`config.mk`:
```
export PLATFORM = sky130hd
export DESIGN_NAME = sam_ram
export DESIGN_NICKNAME = d
export VERILOG_FILES = /design/src/hdl/sam_ram.sv
export SDC_FILE = /design/constraint.sdc
export NUM_CORES = 1
export LEC_CHECK = 0
export ABC_AREA = 1
export BUFFER_PORTS_ARGS = -buffer_cell sky130_fd_sc_hd__buf_2
export CAP_MARGIN = 30
export CORE_MARGIN = 2
export CORE_UTILIZATION = 25
export CTS_CLUSTER_SIZE = 40
export DETAILED_ROUTE_END_ITERATION = 8
export GPL_ROUTABILITY_DRIVEN = 0
export SETUP_SLACK_MARGIN = 0.1
export SLEW_MARGIN = 5
export SYNTH_ARGS = -nofsm -noshare
export SYNTH_HDL_FRONTEND = slang
export SYNTH_SLANG_ARGS = --single-unit
```
`constraint.sdc`:
```
create_clock -name clk -period 3.8 [get_ports clk]
set_clock_uncertainty 0.2 [all_clocks]
set_input_delay 0.38 -clock clk [delete_from_list [all_inputs] [get_ports clk]]
set_output_delay 0.38 -clock clk [all_outputs]
set_load 0.01 [all_outputs]
```
`src/hdl/sam_ram.sv`:
```
// ----------------------------------------------------------------------------
// sam_ram
// Generic simple dual-port RAM, one write and one registered read per cycle.
// ----------------------------------------------------------------------------
module sam_ram #(
  parameter int WIDTH = 8,
  parameter int DEPTH = 16
) (
  input  logic                     clk,
  input  logic                     we,
  input  logic [$clog2(DEPTH)-1:0] waddr,
  input  logic [WIDTH-1:0]         wdata,
  input  logic [$clog2(DEPTH)-1:0] raddr,
  output logic [WIDTH-1:0]         rdata
);

  logic [WIDTH-1:0] mem [DEPTH];

  always_ff @(posedge clk) begin
    if (we) begin
      mem[waddr] <= wdata;
    end
    rdata <= mem[raddr];
  end

endmodule

```
==> run_summary.xml <==
<?xml version="1.0" encoding="UTF-8"?>
<metrics>
  <group name="finish">
    <metric name="ant_diodes" unit="">0</metric>
    <metric name="final_core_density" unit="%">29.18</metric>
    <metric name="area_growth" unit="%">14.58</metric>
    <metric name="share_of_final_layout_standard_cells_stronger_than_drive_strength_1" unit="%">9.044</metric>
    <metric name="finalNetCount" unit="">592</metric>
  </group>
  <group name="logic_synthesis">
    <metric name="synth_fp_nets" unit="">569</metric>
    <metric name="post_synth_inst_count" unit="">551</metric>
    <metric name="mapped_area" unit="um2">5767</metric>
    <metric name="post_synth_num_cell_types" unit="">12</metric>
    <metric name="share_of_synthesized_area_occupied_by_flip_flops_and_latches" unit="%">69.43</metric>
    <metric name="ys_ff_latch" unit="">136</metric>
    <metric name="postSynthAreaPerCell" unit="um2">10.47</metric>
    <metric name="yosys_synthesis_warning_count" unit="">0</metric>
  </group>
  <group name="clocking">
    <metric name="cts.htree.levels" unit="">4</metric>
    <metric name="cts.repair_timing.setup_buffer_count" unit="">0</metric>
    <metric name="cts.reportedPaths.clkPinSlew" unit="ps">50</metric>
    <metric name="cts-resized-gates" unit="">0</metric>
    <metric name="number_of_hold_buffers_added_after_cts" unit="">0</metric>
    <metric name="insertion_delay" unit="ps">410</metric>
    <metric name="tritoncts.num_buffers" unit="">17</metric>
    <metric name="tritoncts_clock_tree" unit="">yes</metric>
    <metric name="clockBufferDepth" unit="">2</metric>
    <metric name="clock-root-buffer" unit="">sky130_fd_sc_hd__clkbuf_16</metric>
    <metric name="clock_sink_count" unit="">136</metric>
  </group>
  <group name="setup_path">
    <metric name="cpMaxStageDelayCell" unit="">sky130_fd_sc_hd__buf_2</metric>
    <metric name="reg2reg_slack" unit="ps">2500</metric>
    <metric name="endpoint" unit="">rdata[1]</metric>
    <metric name="crit_top_cell" unit="">sky130_fd_sc_hd__nand3_1</metric>
    <metric name="ff2ff_path_depth" unit="">6</metric>
    <metric name="timing.critical_path.to_type" unit="">flip-flop</metric>
    <metric name="worstSetupStartpoint" unit="">raddr[1]</metric>
    <metric name="reg2reg_to" unit="">rdata[5]</metric>
    <metric name="critical_path_peak_fanout" unit="">33</metric>
    <metric name="critical_path.reg2reg.startpoint" unit="">mem[7][5]</metric>
    <metric name="critical-path-max-stage-delay" unit="ps">520</metric>
    <metric name="worstSetupPathType" unit="">in -&gt; reg</metric>
    <metric name="path_cells" unit="">buf_2 &gt; inv_2 &gt; nand3_1 &gt; nand3_1 &gt; nand3_1 &gt; nand2_1</metric>
    <metric name="worstPathArrival" unit="ps">1990</metric>
    <metric name="required" unit="ps">3900</metric>
    <metric name="crit_path_start_kind" unit="">primary input</metric>
  </group>
  <group name="floorplan">
    <metric name="initial_utilization" unit="%">25.47</metric>
    <metric name="floorplan.die_area" unit="um2">24300</metric>
    <metric name="core_area" unit="um2">22640</metric>
    <metric name="std_cell_rows" unit="">55</metric>
    <metric name="fp.dieW" unit="um">155.9</metric>
    <metric name="dieHeight" unit="um">155.9</metric>
    <metric name="io-pin-count" unit="">26</metric>
  </group>
  <group name="timing">
    <metric name="max_slew_margin" unit="%">34.21</metric>
    <metric name="finalHoldViolCount" unit="">0</metric>
    <metric name="fin_crit_sh" unit="%">49.88</metric>
    <metric name="report.final.slew_viol_count" unit="">0</metric>
    <metric name="grt_setup_unrepaired" unit="">no</metric>
    <metric name="tightestPinTransition" unit="ps">983.2</metric>
    <metric name="number_of_endpoints_failing_setup_at_the_final_stage" unit="">0</metric>
    <metric name="fmax" unit="GHz">0.5276</metric>
    <metric name="timing.final.crit_period" unit="ps">1895</metric>
    <metric name="totalNegativeSetupSlack" unit="ps">0</metric>
  </group>
  <group name="grt">
    <metric name="via_count_of_the_first_global_routing_pass" unit="">3729</metric>
    <metric name="wire_length_of_the_first_global_routing_pass" unit="mm">21.60</metric>
    <metric name="grt_overflow" unit="">0</metric>
    <metric name="global_route.usage.total" unit="%">12.15</metric>
    <metric name="number_of_antenna_violations_at_the_first_check_in_global_routing" unit="">0</metric>
    <metric name="pin_count_of_the_biggest_net_entering_global_routing" unit="">65</metric>
  </group>
  <group name="drt">
    <metric name="route.antenna.remaining_nets" unit="">0</metric>
    <metric name="route.vias.total" unit="">3789</metric>
    <metric name="finalWirelength" unit="mm">13.87</metric>
    <metric name="first_iter_violations" unit="">387</metric>
    <metric name="detail_route.first_pass.iterations" unit="">4</metric>
    <metric name="detail_route.drc_violations" unit="">0</metric>
    <metric name="viasPerCell" unit="">4.350</metric>
    <metric name="drt_wl_cell" unit="um">15.92</metric>
  </group>
  <group name="power">
    <metric name="power.share.switching" unit="%">21.98</metric>
    <metric name="power_switching" unit="mW">0.7286</metric>
    <metric name="vdd_drop_max" unit="V">0.0003148</metric>
    <metric name="power.internal" unit="mW">2.586</metric>
    <metric name="share_seq_of_total_power" unit="%">51.0</metric>
    <metric name="power_density" unit="nW/um2">501.7</metric>
    <metric name="power.combinational.fraction" unit="%">6.1</metric>
    <metric name="p_leak" unit="nW">2.779</metric>
    <metric name="pwr-share-clk" unit="%">42.9</metric>
  </group>
  <group name="min_path">
    <metric name="hold_path.class" unit="">in -&gt; reg</metric>
    <metric name="source_of_the_worst_hold_timing_path" unit="">raddr[3]</metric>
  </group>
  <group name="placement">
    <metric name="port_buffers" unit="">25</metric>
    <metric name="place_hpwl" unit="mm">8.484</metric>
  </group>
  <group name="status">
    <metric name="run_status" unit="">completed</metric>
  </group>
  <group name="job">
    <metric name="drv.max_cap_violation_count" unit="">0</metric>
  </group>
</metrics>
[sequential cells by signal, indices dropped and copies added (netlist names)]
signal,cells
rdata,8
mem,128
[power groups by stage]
stage               logic (mW)  registers [mW]  clock network, mW
finish                   0.202            1.69               1.42
global route             0.226            1.69               1.50
global placement         0.199            1.72                  0
CTS                      0.203            1.69               1.44
detailed placement       0.202            1.72                  0
floorplan                0.118            1.72                  0
[routing by layer]
| metal | routed length (um) | GRT usage (%) |
|---|---|---|
| met2 | 6234 | 18.61 |
| met3 | 875 | 3.000 |
| met5 | 0 | 0 |
| met4 | 259 | 4.194 |
| met1 | 6500 | 16.82 |
[layout by cell type (no fill, tap or decap), drive strengths merged]
| cell type | Yosys | final |
|---|---|---|
| buf | 24 | 28 |
| clkbuf | 0 | 25 |
| clkinv | 0 | 6 |
| dfxtp | 8 | 8 |
| edfxtp | 128 | 128 |
| inv | 102 | 102 |
| nand2 | 173 | 173 |
| nand3 | 97 | 97 |
| nand3b | 2 | 2 |
| nor2 | 17 | 17 |
[final cells by class]
type,count,area (um2)
Multi-Input combinational cell,289,1214
Sequential cell,136,4004
Tap cell,285,356.6
Fill cell,2301,16030
Timing Repair Buffer,28,147.6
Inverter,102,382.9
Clock buffer,25,475.5
Clock inverter,6,27.53
[cells in the mapped netlist]
cell                       count  share of area, %
sky130_fd_sc_hd__nand3_1      97               8.4
sky130_fd_sc_hd__buf_6         6               1.2
sky130_fd_sc_hd__nor2_1       17               1.1
sky130_fd_sc_hd__nand3b_1      2              0.26
sky130_fd_sc_hd__inv_1       100               6.5
sky130_fd_sc_hd__dfxtp_1       8               2.8
sky130_fd_sc_hd__buf_1         1             0.065
sky130_fd_sc_hd__inv_2         2              0.13
sky130_fd_sc_hd__edfxtp_1    128                67
sky130_fd_sc_hd__buf_2        13               1.1
sky130_fd_sc_hd__nand2_1     173                11
sky130_fd_sc_hd__buf_4         4              0.52
[worst min path at each step]
| stage | cells after the start | endpoint | slack [ps] |
|---|---|---|---|
| 5_1_grt | 3 | rdata[6] | 160 |
| 4_1_cts | 3 | rdata[4] | 140 |
| 2_1_floorplan | 0 | mem[0][0] | 280 |
| 3_3_place_gp | 6 | rdata[2] | 450 |
| 6_report | 3 | rdata[6] | 160 |
| 3_5_place_dp | 6 | rdata[2] | 470 |
[logic make-up after synthesis]
| logic type | synth area share [%] |
|---|---|
| buffers and inverters | 9.525 |
| flip-flops | 69.43 |
| AND/OR/NAND/NOR | 21.05 |
[critical path: cells and delay by family]
| family | cells | cell delay (ps) |
|---|---|---|
| and+or+nand+nor | 4 | 600 |
| buffers and inverters | 2 | 990 |
[through the flow]
| stage | cell area (um2) | power [mW] | setup WS [ps] | hold slack (ps) | instances |
|---|---|---|---|---|---|
| finish | 6608 | 3.315 | 1905 | 156.6 | 871 |
| global route | 6608 | 3.422 | 1821 | 155.6 | 871 |
| CTS | 6608 | 3.335 | 1909 | 138.2 | 871 |
| detailed placement | 6105 | 1.923 | 1481 | 470.3 | 840 |
| global placement | 6105 | 1.920 | 1517 | 452.8 | 840 |
| floorplan | 5767 | 1.839 | 2269 | 278.9 | 551 |
No activity file was read; power rests on OpenSTA's default activity.
