File: src/hdl/sam_pkg.sv
// ----------------------------------------------------------------------------
// sam_pkg
// Shared types, sizes and helpers for the suffix automaton matcher.
// ----------------------------------------------------------------------------
package sam_pkg;

  localparam int MAX_TEXT   = 1024;
  localparam int ALPHABET   = 26;
  localparam int MAX_STATES = 2 * MAX_TEXT;
  localparam int ST_W       = $clog2(MAX_STATES);
  localparam int CNT_W      = $clog2(MAX_STATES + 1);
  localparam int LEN_W      = $clog2(MAX_TEXT + 1);
  localparam int TR_DEPTH   = MAX_STATES * ALPHABET;
  localparam int TR_AW      = $clog2(TR_DEPTH);
  localparam int CLR_W      = $clog2(TR_DEPTH + 1);
  localparam int COL_W      = $clog2(ALPHABET);
  localparam int SYM_W      = 5;

  localparam logic [1:0] OP_START  = 2'd0;
  localparam logic [1:0] OP_APPEND = 2'd1;
  localparam logic [1:0] OP_QUERY  = 2'd2;

  typedef struct packed {
    logic [1:0]       op;
    logic [SYM_W-1:0] symbol;
    logic             query_last;
  } in_t;

  typedef struct packed {
    logic found;
    logic overflowed;
  } out_t;

  typedef struct packed {
    logic [ST_W-1:0]  link;
    logic [LEN_W-1:0] len;
  } info_t;

  typedef struct packed {
    logic             we;
    logic [TR_AW-1:0] waddr;
    logic [ST_W-1:0]  wdata;
    logic [TR_AW-1:0] raddr;
  } tr_req_t;

  typedef struct packed {
    logic            we;
    logic [ST_W-1:0] waddr;
    info_t           wdata;
    logic [ST_W-1:0] raddr;
  } info_req_t;

  // Flat address of one transition entry: row * ALPHABET + column.
  function automatic logic [TR_AW-1:0] tr_addr(input logic [ST_W-1:0] row,
                                                input logic [7:0] col);
    logic [TR_AW-1:0] base;
    base = TR_AW'(row) * TR_AW'(ALPHABET);
    return base + TR_AW'(col);
  endfunction

endpackage

File: src/hdl/sam_ctrl.sv
// ----------------------------------------------------------------------------
// sam_ctrl
// Sequencer: clear pass, online construction with suffix-link walks and
// cloning, and query walks over the transition memory.
// ----------------------------------------------------------------------------
module sam_ctrl (
  input  logic                     clk,
  input  logic                     rst,
  input  logic                     in_valid,
  output logic                     in_ready,
  input  sam_pkg::in_t             in_data,
  input  logic                     out_busy,
  output logic                     res_valid,
  output sam_pkg::out_t            res,
  output sam_pkg::tr_req_t         tr_req,
  input  logic [sam_pkg::ST_W-1:0] tr_rdata,
  output sam_pkg::info_req_t       info_req,
  input  sam_pkg::info_t           info_rdata
);

  typedef enum logic [3:0] {
    S_CLEAR, S_IDLE, S_Q_RD, S_Q_END, S_W_RD, S_W_LNK, S_H_LP, S_H_LQ,
    S_CPY, S_R_RD, S_R_LNK, S_FIN_Q, S_A_DONE
  } state_t;

  state_t                        state;
  logic [sam_pkg::CLR_W-1:0]     clr_addr;
  logic [sam_pkg::CLR_W-1:0]     clr_end;
  logic [sam_pkg::CNT_W-1:0]     count;
  logic [sam_pkg::ST_W-1:0]      last;
  logic [sam_pkg::LEN_W-1:0]     last_len;
  logic [sam_pkg::ST_W-1:0]      walk;
  logic                          ok;
  logic                          ovf;
  logic                          qlast;
  logic [sam_pkg::ST_W-1:0]      p;
  logic [sam_pkg::ST_W-1:0]      q;
  logic [sam_pkg::ST_W-1:0]      r;
  logic [sam_pkg::ST_W-1:0]      u;
  logic [sam_pkg::SYM_W-1:0]     c;
  logic [sam_pkg::LEN_W-1:0]     len_p;
  logic [sam_pkg::LEN_W-1:0]     len_q;
  logic [sam_pkg::ST_W-1:0]      link_u;
  logic [sam_pkg::COL_W-1:0]     cpy_k;

  logic accept;
  logic sym_ok;
  logic room;
  logic clone;
  logic [sam_pkg::LEN_W-1:0] len_p1;

  assign in_ready  = (state == S_IDLE);
  assign accept    = in_valid && in_ready;
  assign sym_ok    = 32'(in_data.symbol) < sam_pkg::ALPHABET;
  assign room      = 32'(last_len) < sam_pkg::MAX_TEXT;
  assign len_p1    = len_p + sam_pkg::LEN_W'(1);
  assign clone     = (len_p1 != info_rdata.len);
  assign res_valid = (state == S_Q_END) && !out_busy;
  assign res.found      = ok;
  assign res.overflowed = ovf;

  // Memory requests
  always_comb begin
    tr_req   = '0;
    info_req = '0;
    unique case (state)
      S_CLEAR: begin
        tr_req.we    = 1'b1;
        tr_req.waddr = clr_addr[sam_pkg::TR_AW-1:0];
      end
      S_IDLE: begin
        if (in_data.op == sam_pkg::OP_APPEND) begin
          tr_req.raddr = sam_pkg::tr_addr(last, 8'(in_data.symbol));
        end else begin
          tr_req.raddr = sam_pkg::tr_addr(walk, 8'(in_data.symbol));
        end
      end
      S_W_RD: begin
        if (tr_rdata == '0) begin
          tr_req.we    = 1'b1;
          tr_req.waddr = sam_pkg::tr_addr(p, 8'(c));
          tr_req.wdata = u;
          info_req.raddr = p;
        end else begin
          info_req.raddr = (p == '0) ? tr_rdata : p;
        end
      end
      S_W_LNK, S_R_LNK: begin
        tr_req.raddr = sam_pkg::tr_addr(info_rdata.link, 8'(c));
      end
      S_H_LP: begin
        info_req.raddr = q;
      end
      S_H_LQ: begin
        if (clone) begin
          info_req.we         = 1'b1;
          info_req.waddr      = count[sam_pkg::ST_W-1:0];
          info_req.wdata.link = info_rdata.link;
          info_req.wdata.len  = len_p1;
        end
        tr_req.raddr = sam_pkg::tr_addr(q, 8'd0);
      end
      S_CPY: begin
        tr_req.we    = 1'b1;
        tr_req.waddr = sam_pkg::tr_addr(r, 8'(cpy_k));
        tr_req.wdata = tr_rdata;
        if (32'(cpy_k) == sam_pkg::ALPHABET - 1) begin
          tr_req.raddr = sam_pkg::tr_addr(p, 8'(c));
        end else begin
          tr_req.raddr = sam_pkg::tr_addr(q, 8'(cpy_k) + 8'd1);
        end
      end
      S_R_RD: begin
        if (tr_rdata == q) begin
          tr_req.we    = 1'b1;
          tr_req.waddr = sam_pkg::tr_addr(p, 8'(c));
          tr_req.wdata = r;
        end
        info_req.raddr = p;
      end
      S_FIN_Q: begin
        info_req.we         = 1'b1;
        info_req.waddr      = q;
        info_req.wdata.link = r;
        info_req.wdata.len  = len_q;
      end
      S_A_DONE: begin
        info_req.we         = 1'b1;
        info_req.waddr      = u;
        info_req.wdata.link = link_u;
        info_req.wdata.len  = last_len + sam_pkg::LEN_W'(1);
      end
      default: begin
      end
    endcase
  end

  always_ff @(posedge clk) begin
    if (rst) begin
      state    <= S_CLEAR;
      clr_addr <= '0;
      clr_end  <= sam_pkg::CLR_W'(sam_pkg::TR_DEPTH);
      count    <= sam_pkg::CNT_W'(1);
      last     <= '0;
      last_len <= '0;
      walk     <= '0;
      ok       <= 1'b1;
      ovf      <= 1'b0;
    end else begin
      unique case (state)
        S_CLEAR: begin
          clr_addr <= clr_addr + sam_pkg::CLR_W'(1);
          if (clr_addr == clr_end - sam_pkg::CLR_W'(1)) begin
            state <= S_IDLE;
          end
        end
        S_IDLE: begin
          if (accept) begin
            case (in_data.op)
              sam_pkg::OP_START: begin
                clr_addr <= '0;
                clr_end  <= sam_pkg::CLR_W'(count) * sam_pkg::CLR_W'(sam_pkg::ALPHABET);
                count    <= sam_pkg::CNT_W'(1);
                last     <= '0;
                last_len <= '0;
                walk     <= '0;
                ok       <= 1'b1;
                ovf      <= 1'b0;
                state    <= S_CLEAR;
              end
              sam_pkg::OP_APPEND: begin
                if (sym_ok) begin
                  if (!room) begin
                    ovf <= 1'b1;
                  end else begin
                    u     <= count[sam_pkg::ST_W-1:0];
                    count <= count + sam_pkg::CNT_W'(1);
                    c     <= in_data.symbol;
                    p     <= last;
                    state <= S_W_RD;
                  end
                end
              end
              sam_pkg::OP_QUERY: begin
                qlast <= in_data.query_last;
                if (sym_ok) begin
                  state <= S_Q_RD;
                end else begin
                  walk <= '0;
                  ok   <= 1'b0;
                  if (in_data.query_last) begin
                    state <= S_Q_END;
                  end
                end
              end
              default: begin
              end
            endcase
          end
        end
        S_Q_RD: begin
          walk <= tr_rdata;
          if (tr_rdata == '0) begin
            ok <= 1'b0;
          end
          state <= qlast ? S_Q_END : S_IDLE;
        end
        S_Q_END: begin
          if (!out_busy) begin
            walk  <= '0;
            ok    <= 1'b1;
            state <= S_IDLE;
          end
        end
        S_W_RD: begin
          if (tr_rdata == '0) begin
            if (p == '0) begin
              link_u <= '0;
              state  <= S_A_DONE;
            end else begin
              state <= S_W_LNK;
            end
          end else begin
            q <= tr_rdata;
            if (p == '0) begin
              len_p <= '0;
              state <= S_H_LQ;
            end else begin
              state <= S_H_LP;
            end
          end
        end
        S_W_LNK: begin
          p     <= info_rdata.link;
          state <= S_W_RD;
        end
        S_H_LP: begin
          len_p <= info_rdata.len;
          state <= S_H_LQ;
        end
        S_H_LQ: begin
          len_q <= info_rdata.len;
          if (!clone) begin
            link_u <= q;
            state  <= S_A_DONE;
          end else begin
            r     <= count[sam_pkg::ST_W-1:0];
            count <= count + sam_pkg::CNT_W'(1);
            cpy_k <= '0;
            state <= S_CPY;
          end
        end
        S_CPY: begin
          if (32'(cpy_k) == sam_pkg::ALPHABET - 1) begin
            state <= S_R_RD;
          end else begin
            cpy_k <= cpy_k + sam_pkg::COL_W'(1);
          end
        end
        S_R_RD: begin
          if (tr_rdata != q || p == '0) begin
            state <= S_FIN_Q;
          end else begin
            state <= S_R_LNK;
          end
        end
        S_R_LNK: begin
          p     <= info_rdata.link;
          state <= S_R_RD;
        end
        S_FIN_Q: begin
          link_u <= r;
          state  <= S_A_DONE;
        end
        S_A_DONE: begin
          last     <= u;
          last_len <= last_len + sam_pkg::LEN_W'(1);
          state    <= S_IDLE;
        end
        default: begin
          state <= S_IDLE;
        end
      endcase
    end
  end

endmodule

File: config.mk
export PLATFORM = sky130hd
export DESIGN_NAME = sam_ctrl
export DESIGN_NICKNAME = d
export VERILOG_FILES = /design/src/hdl/sam_pkg.sv /design/src/hdl/sam_ctrl.sv
export SDC_FILE = /design/constraint.sdc
export NUM_CORES = 1
export LEC_CHECK = 0
export ABC_AREA = 0
export BUFFER_PORTS_ARGS = -buffer_cell sky130_fd_sc_hd__buf_2
export CORE_UTILIZATION = 58
export DETAILED_ROUTE_END_ITERATION = 8
export GPL_TIMING_DRIVEN = 0
export PLACE_DENSITY = 0.88
export SLEW_MARGIN = 30
export SYNTH_ARGS = -nofsm -noshare
export SYNTH_HDL_FRONTEND = slang
export SYNTH_SLANG_ARGS = --single-unit
File: constraint.sdc
create_clock -name clk -period 8.15 [get_ports clk]
set_input_delay 0.4075 -clock clk [delete_from_list [all_inputs] [get_ports clk]]
set_output_delay 0.4075 -clock clk [all_outputs]
set_load 0.005 [all_outputs]
==> results of run 1 <==
[registers in the layout, indices dropped and copies added (netlist names)]
name and count:
p 11, q 11, state 4, r 11, link_u 11, cpy_k 5
c 5, clr_addr 16, qlast 1, u 11, clr_end 15, last 11
ok 1, count 12, len_p 11, walk 11, ovf 1, len_q 11
last_len 11
[metrics by stage]
step | power (mW) | utilization, % | hold WS, ns
floorplan | 1.08 | - | 0.442
global placement | 1.16 | 63.0 | 0.501
detailed placement | 1.17 | 63.3 | 0.499
CTS | 1.97 | 65.3 | 0.177
global route | 2.03 | 65.3 | 0.178
finish | 1.99 | 65.3 | 0.176
[cell families after synthesis]
family	after synthesis	share of synthesized area (%)
xor+xnor	202	10.5
compound gates	425	17.1
mux	19	1.20
fa+ha+maj	280	22.6
flops	170	24.4
buf+inv	406	8.78
simple gates	554	15.4
[where the power goes]
part	leakage [nW]	total, mW	internal (mW)	switching [mW]
logic	7.61	0.266	0.0991	0.166
clock network	0.295	0.824	0.415	0.409
registers	1.50	0.896	0.893	0.00271
total	9.40	1.99	1.41	0.578
[synthesized netlist by cell type (all sizes together), types with 17 or more instances]
master  instances
a21o           26
a222oi         51
ha            218
nand2b         18
a211oi         17
o21ai          74
dfxtp          82
xnor2         104
edfxtp         88
clkbuf         64
nor2          183
nand2         132
inv           328
nor2b          17
a21oi         100
a22oi          32
fa             62
xor2           93
nand3          52
nor3           44
[per-layer routing]
layer / part of all wire [%] / track usage [%] / vias up
met4: 5.9 / 19.8 / 0
met2: 44 / 59.0 / 1065
met5: 0 / 0 / -
li1: - / - / 7461
met3: 13 / 9.15 / 251
met1: 37 / 46.8 / 7848
[cells in the final DEF, fill, tap and decap left out, types with 9 or more instances in the layout]
cell,netlist,routed
a211oi_1,14,13
a21o_1,26,26
a21oi_1,100,99
a222oi_1,51,51
a22oi_1,32,32
and2_1,14,14
and3_1,15,15
buf_2,2,138
clkbuf_1,64,64
clkbuf_16,0,17
dfxtp_1,82,82
edfxtp_1,88,88
fa_1,62,62
ha_1,218,218
inv_1,327,327
mux2i_1,12,12
nand2_1,130,130
nand2b_1,18,18
nand3_1,51,51
nand4_1,13,13
nor2_1,182,181
nor2b_1,17,17
nor3_1,42,39
nor4_1,10,9
o211ai_1,9,9
o21a_1,11,11
o21ai_0,66,66
o21bai_1,10,10
o221ai_1,9,9
o22ai_1,12,12
o31ai_1,14,14
or3_1,9,9
xnor2_1,103,103
xor2_1,92,92
[how the worst max path moves through the flow]
stage,end,slack (ns),cells after the start,startpoint
final,tr_req[15],2.67,15,p[1]
after global routing,tr_req[15],2.45,16,p[5]
after CTS,tr_req[15],2.80,15,p[1]
after detailed placement,tr_req[7],3.17,18,in_data[7]
after global placement,tr_req[7],3.26,18,in_data[7]
after floorplan,tr_req[13],4.10,14,p[1]
[final cells by class]
type,instances,area [um2]
multi-input combinational,1480,11800
fill,2419,10300
sequential,170,4280
inverter,329,1230
timing repair buffer,139,711
tap,390,488
clock buffer,17,425
buffer,77,307
clock inverter,15,180
==> flow_summary.ini, run 1 <==
[hold_path]
worstHoldEndpoint = len_q[5]
min_path_type = in2reg
min_from = info_rdata[5]
whs_path_depth = 1

[clock_tree]
clk_path_buf_depth = 2
cts-buffers-inserted = 17
ctsHoldBuffers = 0
post_cts_buffers = 0
cts_resized = 0
clock_latency_ns = 0.44
h-tree-depth = 4
path_clk_slew_ns = 0.08
numClockSinks = 170
cts_tree = done
root_buffer = clkbuf_16

[timing]
skew_ns = 0.0163
max_slew_margin_pct = 26.5
finalSetupTns_ns = 0
fin_crit_ns = 5.48
maxSlewViolCount = 0
setup_slack_ns = 2.67
max_freq_mhz = 182
worst-slew-pin-transition_ns = 1.09
setup_violations = 0
fin_crit_sh_pct = 67.3
hold_viol = 0
rsz0062_at_grt = false

[place]
dp_hpwl_um = 45800
post-place-ws_ns = 3.17
dp_cells = 2585
portBuffers = 135
place_congestion = 1.05
placed_area_um2 = 18800

[yosys]
synth_warnings = 0
ys_seq_area_share_pct = 24.4
yosysTopAreaCellShare_pct = 15.5
synth_area_leaders = ha_1 16%, edfxtp_1 15%, dfxtp_1 9.3%, fa_1 7.1%, inv_1 7.0%
synth.distinct_cells = 91
syn-mean-instance-area_um2 = 8.54
synth-edff-count = 88
netlist_area_um2 = 17600
syn_inst = 2056
ys_ff_latch = 170
synth_top_flop_cell = edfxtp_1
synth_area_leader_cell = ha_1
async_flop_share_pct = 0
synth_nets = 2381

[worst_setup_path]
rrSetupSlack_ns = 3.97
r2r_end = link_u[7]
reg2regPathDepth = 11
critical_path_class = reg2out
crit_slowest_cell = edfxtp_1
r2r_start = len_p[0]
worst_ep_required_time_ns = 7.74
end_kind = primary output
cp_max_fo = 6
critPathArrivalTime_ns = 5.08
max_stage_delay_ns = 0.56
cp_top_family = adder cells
cp_num_buf_inv = 2
worstPathCellList = ha_1, fa_1, inv_1, fa_1, nor2b_1, o21bai_1, a21boi_1, o41ai_2, xnor2_1, or3b_4, nor3_2, xnor2_1, a2bb2oi_1, o2111ai_1, buf_2
start_kind = flop

[power_and_ir_drop]
leakagePower_nw = 9.40
powerDensity_nw_per_um2 = 102
max-vdd-ir-drop_v = 0.000105

[floorplan]
rows = 63
die_area_um2 = 31000
io_pins = 138
initial_core_util_pct = 59.1
die_h_um = 176
core_um2 = 29700
die_w_um = 176

[route]
antenna_left = 0
drtIter0Drc = 2336
wl_per_cell_um = 22.1
drt-total-wl_um = 57700
via_per_inst = 6.35
drcViolationCount = 8
drt_pass1_iterations = 9
vias = 16600

[grt]
grt_pass1_vias = 16200
overflow = 0
antenna_found_initial = 1
track_usage_pct = 37.3
grt_pass1_wl_um = 88100
grt_max_degree = 20

[layout]
finalInstanceArea_um2 = 19400
area_delta_synth_final_pct = 10.5
instances_no_fill = 2617
antenna_cells = 0
nets = 2539
drive_above_1_share_pct = 10.0

[run_status]
outcome = finished with violations
failed_checks = DRC

[job]
maxCapViolCount = 0
Note: power is estimated with default switching activity, not from simulation.
==> run 2, diff against run 1 <==
==> constraint.sdc (replaced) <==
create_clock -name clk -period 5.1 [get_ports clk]
set_input_delay 0.255 -clock clk [delete_from_list [all_inputs] [get_ports clk]]
set_output_delay 0.255 -clock clk [all_outputs]
set_load 0.005 [all_outputs]
==> flow_summary.ini, run 2 (synthesis gave the netlist of run 1 again) <==
[run_status]
outcome = finished with violations
failed_checks = DRC

[grt]
grt_pass1_vias = 16200
grt-busiest-layer = met2
grt_max_degree = 20
met1_usage_pct = 47.2
track_usage_pct = 37.5
overflow = 0
met3_usage_pct = 9.39
grt_pass1_wl_um = 88600
antenna_found_initial = 1
gr-usage-met2_pct = 58.9

[place]
post-place-ws_ns = 0.379
dp_hpwl_um = 45800
portBuffers = 135
place_congestion = 1.05
placed_area_um2 = 18800

[route]
wl_per_cell_um = 22.2
drt-total-wl_um = 58700
antenna_left = 0
drtIter0Drc = 2479
via_per_inst = 6.35
drt_pass1_iterations = 9
drcViolationCount = 5
vias = 16800

[floorplan]
die_h_um = 176
die_area_um2 = 31000
core_um2 = 29700
rows = 63
die_w_um = 176
initial_core_util_pct = 59.1
io_pins = 138

[layout]
max_flop_register = clr_addr
nFillCells = 2392
antenna_cells = 0
nets = 2566
fin_util_pct = 66.2
largestRegisters = clr_addr (16), clr_end (15), count (12)
largest_register_ffs = 16
multi_input_area_um2 = 11800
mostFrequentLayoutCell = inv_1
finalInstanceArea_um2 = 19700
area_delta_synth_final_pct = 12.0
regArea_um2 = 4290
drive_above_1_share_pct = 11.7
mostFrequentLayoutCells = 327 x inv_1, 218 x ha_1, 181 x nor2_1

[clock_tree]
cts_tree = done
numClockSinks = 170
ctsHoldBuffers = 0
h-tree-depth = 4
clk_path_buf_depth = 2
path_clk_slew_ns = 0.08
root_buffer = clkbuf_16
clock_latency_ns = 0.44
cts-buffers-inserted = 17

[timing]
worst-slew-pin-transition_ns = 1.01
fin_crit_sh_pct = 97.8
setup_slack_ns = 0.110
hold_viol = 0
rsz0062_at_grt = true
max_slew_margin_pct = 32.4
fin_crit_ns = 4.99
setup_violations = 0
maxSlewViolCount = 0
max_freq_mhz = 200
skew_ns = 0.0155

[hold_path]
min_path_type = in2reg
worstHoldEndpoint = len_q[5]
whs_path_depth = 1
min_from = info_rdata[5]

[worst_setup_path]
critPathArrivalTime_ns = 4.74
start_kind = flop
max_stage_delay_ns = 0.52
rrSetupSlack_ns = 0.92
critical_path_class = reg2out
crit_top_cell = fa_1
reg2regPathDepth = 11
worst_ep_required_time_ns = 4.85
r2r_start = len_p[0]
end_kind = primary output
crit_slowest_cell = fa_1
cp_max_fo = 4
worstPathCellList = ha_1, fa_1, fa_1, a21o_1, and4_1, o31a_1, o221a_1, and4bb_1, and2_1, nand2_2, nor3_2, xor2_1, o221ai_1, buf_2
r2r_end = link_u[7]

[job]
maxCapViolCount = 0

[power_and_ir_drop]
max-vdd-ir-drop_v = 0.000168
powerDensity_nw_per_um2 = 162
leakagePower_nw = 9.55
[run 2: changes by cell type in the layout (fill, tap and decap cells not counted), sizes merged]
cell | before | now
clkbuf | 81 | 82
buf | 152 | 178
[run 2: per-stage QoR]
step / total power [mW] / TNS, ns / std cells / hold WS, ns
2_1_floorplan: 1.73 / 0 / 2056 / 0.354
3_3_place_gp: 1.85 / 0 / 2581 / 0.472
3_5_place_dp: 1.87 / 0 / 2585 / 0.473
4_1_cts: 3.14 / 0 / 2627 / 0.0240
5_1_grt: 3.24 / -0.0418 / 2644 / 0.0259
6_report: 3.18 / 0 / 2644 / 0.0204
[run 2: how the worst max path moves through the flow]
stage / startpoint / end / slack [ns]
global placement: len_p[0] / link_u[7] / 0.33
floorplan: p[1] / tr_req[13] / 1.20
detailed placement: p[1] / tr_req[15] / 0.38
CTS: p[2] / tr_req[15] / 0.0007
global route: p[4] / tr_req[15] / -0.03
finish: walk[2] / tr_req[14] / 0.11
[run 2: where the power goes]
group | switching (mW) | internal [mW] | total [mW]
clock network | 0.659 | 0.663 | 1.32
logic | 0.268 | 0.159 | 0.426
registers | 0.00438 | 1.43 | 1.43
[run 2: area by class of cell]
cell class / count / area share, %
Multi-Input combinational cell: 1480 / 60.2
Inverter: 329 / 6.28
Buffer: 77 / 1.56
Clock inverter: 15 / 0.916
Tap cell: 390 / 2.48
Timing Repair Buffer: 166 / 4.64
Sequential cell: 170 / 21.8
Clock buffer: 17 / 2.16
[run 2: metal layers]
metal  share of wire [%]  vias up
li1                    -     7522
met1                  37     7868
met2                  44     1129
met3                  13      266
met4                 5.9        0
met5                   0        -
[run 2: timing repair]
item | in CTS | in global routing
pin swaps | 1 | 2
endpoints found under the hold margin | 0 | 0
endpoints found under the setup margin | 1 | 7
gates resized for setup | 1 | 14
buffers inserted | 10 | 17
[run 2: critical path, delay by kind of cell, from the launching register on]
| kind | cells | cell delay (ns) |
|---|---|---|
| and+or+nand+nor | 5 | 1.00 |
| AOI/OAI and AO/OA | 4 | 0.98 |
| xor gates and xnor gates | 1 | 0.36 |
| adders and majority gates | 3 | 1.32 |
| buffers and inverters | 1 | 0.19 |
| DFF | 1 | 0.43 |
